===== src/sha_ram.sv =====
`timescale 1ns / 1ps
module sha_ram #(
    parameter int WIDTH = 64,
    parameter int DEPTH = 16
) (
    input  logic                     i_clk,
    input  logic                     i_we,
    input  logic [$clog2(DEPTH)-1:0] i_waddr,
    input  logic [WIDTH-1:0]         i_wdata,
    input  logic [$clog2(DEPTH)-1:0] i_raddr,
    output logic [WIDTH-1:0]         o_rdata
);
    logic [WIDTH-1:0] r_mem [DEPTH];

    always_ff @(posedge i_clk) begin
        if (i_we) begin
            r_mem[i_waddr] <= i_wdata;
        end
        o_rdata <= r_mem[i_raddr];
    end
endmodule


===== config.mk =====
export PLATFORM = sky130hd
export DESIGN_NAME = sha_ram
export DESIGN_NICKNAME = d
export VERILOG_FILES = /design/src/sha_ram.sv
export SDC_FILE = /design/constraint.sdc
export NUM_CORES = 1
export LEC_CHECK = 0
export CORE_ASPECT_RATIO = 1.1
export CORE_UTILIZATION = 30
export CTS_CLUSTER_SIZE = 8
export DETAILED_ROUTE_END_ITERATION = 8
export DONT_BUFFER_PORTS = 1
export SKIP_LAST_GASP = 1
export SLEW_MARGIN = 10
export SYNTH_ARGS = -nofsm -noshare
export SYNTH_HDL_FRONTEND = slang
export SYNTH_SLANG_ARGS = --single-unit

===== constraint.sdc =====
create_clock -name i_clk -period 9.7 [get_ports i_clk]
set_input_delay 0.97 -clock i_clk [delete_from_list [all_inputs] [get_ports i_clk]]
set_output_delay 0.97 -clock i_clk [all_outputs]
set_load 0.01 [all_outputs]

; Yosys cells after proc, flatten, opt, wreduce, memory -nomap -nowiden
; Memory sizes are Yosys's and may differ from the RTL's. A register that Yosys moved wholly into a read port is not among the register bits.
; Cells that the tools add are included.
; W data, S select, Z words.
[word_totals]
regBits = 0
ram_bits = 1024
output_inout_bits = 64
elab_cells = 3
mem_count = 1
[op_classes]
muxes = 2
[memory_table]
columns = memory, depth, width, read_ports, rd_ports_with_merged_regs, write_ports, line_no
row1 = r_mem, 16, 64, 1, 1, 1, 13  ; logic [WIDTH-1:0] r_mem [DEPTH];
[ops]
columns = op, n
row1 = $mux W1, 2

; Depth between registers and ports, before layout
[depth]
depth_word = 2
mapped_depth = 6

; Worst setup path before layout
; No wires, ideal clock.
[synth_path]
kind = in2reg
from = input i_waddr[2]
to = memory r_mem[0][0], enable pin
arrival_time_ns = 5.833
setup_slack_ns = 3.301
cell_stages = 2
path_buffers = 0
cell_sequence = or3b_2 nor3_1
[synth_rtl]
columns = element, line_no
row1 = from (decl), 8  ; input logic [$clog2(DEPTH)-1:0] i_waddr,
row2 = to (decl), 13
; No word-level cell before the write port.

; Worst setup path in the final report
[layout_path]
from = input i_waddr[2]
to = memory r_mem[8][39], enable pin
; No word-level cell before the write port.

==> out/summary.txt <==
Status = finished, final reports clean
Unrepaired setup endpoints after global routing = false
Starting Density = 0.303
Core Rows = 139
Post-synthesis area per instance = 24.0 sq um
Hold Path Class = in -> reg
Leak = 14.3 nW
Io pins = 138
Relative slew margins = 0.162
Clock Path Buffers = 3
ANT cells = 0
Max cap viols = 0
Die height = 383 um
GR Util met2 = 0.217
Top cells by area, synth = edfxtp_1 78%, mux4_2 15%, dfxtp_1 3.2%
# Post-CTS Setup Buffers = 0
Layout cells sized above 1 = 0.251
Total wire length = 87.0 mm
Reg2reg end = o_rdata[29]$_DFF_P_
Vias in the first global route = 18800
CP Class = in -> reg
Post-route setup TNS = 0 ns
Critical path depth = 4
Root Buffer = clkbuf_16
Final hold violations = 0
Syn. warnings = 0
Die area = 133000 sq um
RR Startpoint = r_mem[1][29]$_DFFE_PP_
Period Utilization, post-route = 0.269
Input/output buffers = 0
Largest net degree at the start of global routing = 257
GRT met3 Usage = 0.0501
Register area share after synthesis = 0.809
Die width = 348 um
Highest-delay cell along the critical path = buf_4
Post-CTS sizing = 0
Number of remaining DRC errors = 0
Synth Register Bits = 1088
Kind of cell adding the most delay to the critical path = buffers and inverters
H-tree lvl count = 4
First-pass GRT wire length = 128 mm
Crit-path most repeated cell = buf_4
Post-DP HPWL = 44.8 mm
Minimum clock period = 2.61 ns
WHS Path Cells = 0
1st-iter DRT viols = 1432
Post-Syn Area = 39600 sq um
Share of Yosys cell area claimed by the top area cell type = 0.777
Least-Margin Pin Slew = 1.26 ns
Highest clock rate = 0.383 GHz
Commonest non-fill, non-tap cells in the layout = 1024 x edfxtp_1, 256 x mux4_2, 159 x clkbuf_16
Routed Antenna Nets = 0
Final GP Congestion = 0.694
Max Slew Vio Count = 0
Final setup viols = 0
Compound-Gate Fraction of Synth Area = 0.0243
Worst Hold Launch = i_wdata[20]
Multiplexer share of the synthesized area = 0.146
Final nets = 1815
CP bufs+invs = 2
Initial DRT Pass Iterations = 5
CP startpoint kind = input port
Max FO, Critical Path = 44
Worst-path clk slew = 0.05 ns
Filler cell count = 12000
GR peak layer = met2
Num CTS Buffers = 154
Total clock sinks = 1088
Reg2Reg Depth = 3
Main combinational cell family by area after synthesis = multiplexers
Max Clock Skew = 0.0215 ns
Met1 Resource Use GR = 0.158
Initial antenna violation count = 0
Synthesis-to-layout area growth = 16.8%
PD cells = 229 nW/um^2
Crit. End Element = flip-flop
Worst vdd rail ir drop = 0.125 mV
Largest area contributor in the netlist = edfxtp_1
Drt wl/cell = 24.0 um
FF-to-FF setup slack = 8.17 ns
Commonest non-fill, non-tap cell in the layout = edfxtp_1
Vias/cell = 4.73
Synthesized net count = 1721
Cts hold-fix bufs = 0
Via count = 17200
Yosys cell types = 18
Util after Layout = 0.353
Synthesized-area fraction occupied by adder cells = 0
Slowest cell delay on critical path = 0.72 ns
Hold Path End = r_mem[14][20]$_DFFE_PP_
Syn Inst Count = 1647
Core box area = 131000 sq um
Insertion delay to the later sink of the worst-skew pair = 0.74 ns
WP data arrival = 2.96 ns
Xor-xnor portion of the synthesized cell area = 0
All-Layer GR Usage = 0.131
Total gr overflow = 0
Post-Synth Simple-Gate Area = 0.00942
Worst EP required = 10.05 ns
Cells along the critical path = nand3b_1 > nor3_2 > buf_4 > buf_4
CTS tree = done
==> state kept, by name, summed over array words and instances (netlist names) <==
name and flops:
r_mem 1024, o_rdata 64
==> routing by layer <==
| layer | wire (um) | up-vias |
|---|---|---|
| met1 | 34400 | 9241 |
| li1 | - | 7283 |
| met2 | 43300 | 504 |
| met3 | 7540 | 131 |
| met5 | 0 | - |
| met4 | 1730 | 0 |
==> cells by family (layout without fill, tap and decap cells) <==
logic type / Yosys count / after routing
DFF: 1088 / 1088
muxes: 256 / 256
AOI/OAI and AO/OA: 128 / 128
and+or+nand+nor: 91 / 91
buffers and inverters: 84 / 303
==> synth_stat cells <==
master and instances:
nor2b_1 2, buf_2 13, or3b_2 1, mux4_2 256, buf_4 6, clkbuf_1 36
buf_1 16, nand3b_1 2, nand3_1 1, nand2_1 65, nor2_1 13, nand2b_1 2
a22oi_1 128, dfxtp_1 64, buf_6 13, nor3_1 4, edfxtp_1 1024, and2_1 1
==> worst max-delay path by stage <==
stage / start / endpoint
final: i_waddr[2] / r_mem[8][39]$_DFFE_PP_
after global routing: i_waddr[2] / r_mem[9][35]$_DFFE_PP_
after CTS: i_waddr[2] / r_mem[9][61]$_DFFE_PP_
after detailed placement: i_waddr[2] / r_mem[9][37]$_DFFE_PP_
after global placement: i_waddr[2] / r_mem[8][37]$_DFFE_PP_
after floorplan: i_waddr[2] / r_mem[0][0]$_DFFE_PP_
==> where the power goes <==
group,switching [W],internal [W],total (W)
Sequential,0.0000647,0.00527,0.00533
Combinational,0.000129,0.000147,0.000276
Clock,0.00192,0.00306,0.00498
Total,0.00211,0.00847,0.0106
==> through the flow <==
stage	area [sq um]	setup slack, ns	cells	total power, W	hold slack [ns]
2_1_floorplan	39600	3.30	1647	0.00565	0.635
3_3_place_gp	41600	6.33	3347	0.00570	0.666
3_5_place_dp	41600	6.31	3347	0.00570	0.671
4_1_cts	46200	7.12	3628	0.0107	0.254
5_1_grt	46200	7.07	3628	0.0109	0.267
6_report	46200	7.09	3628	0.0106	0.320
==> area by class of cell <==
| class | count | area [sq um] | area share |
|---|---|---|---|
| Multi-Input combinational cell | 475 | 7230 | 0.157 |
| Sequential cell | 1088 | 32000 | 0.693 |
| Clock inverter | 11 | 190 | 0.00411 |
| Timing Repair Buffer | 22 | 165 | 0.00357 |
| Clock buffer | 270 | 4400 | 0.0951 |
| Tap cell | 1762 | 2200 | 0.0477 |
Power figures use the tool's default switching activity.
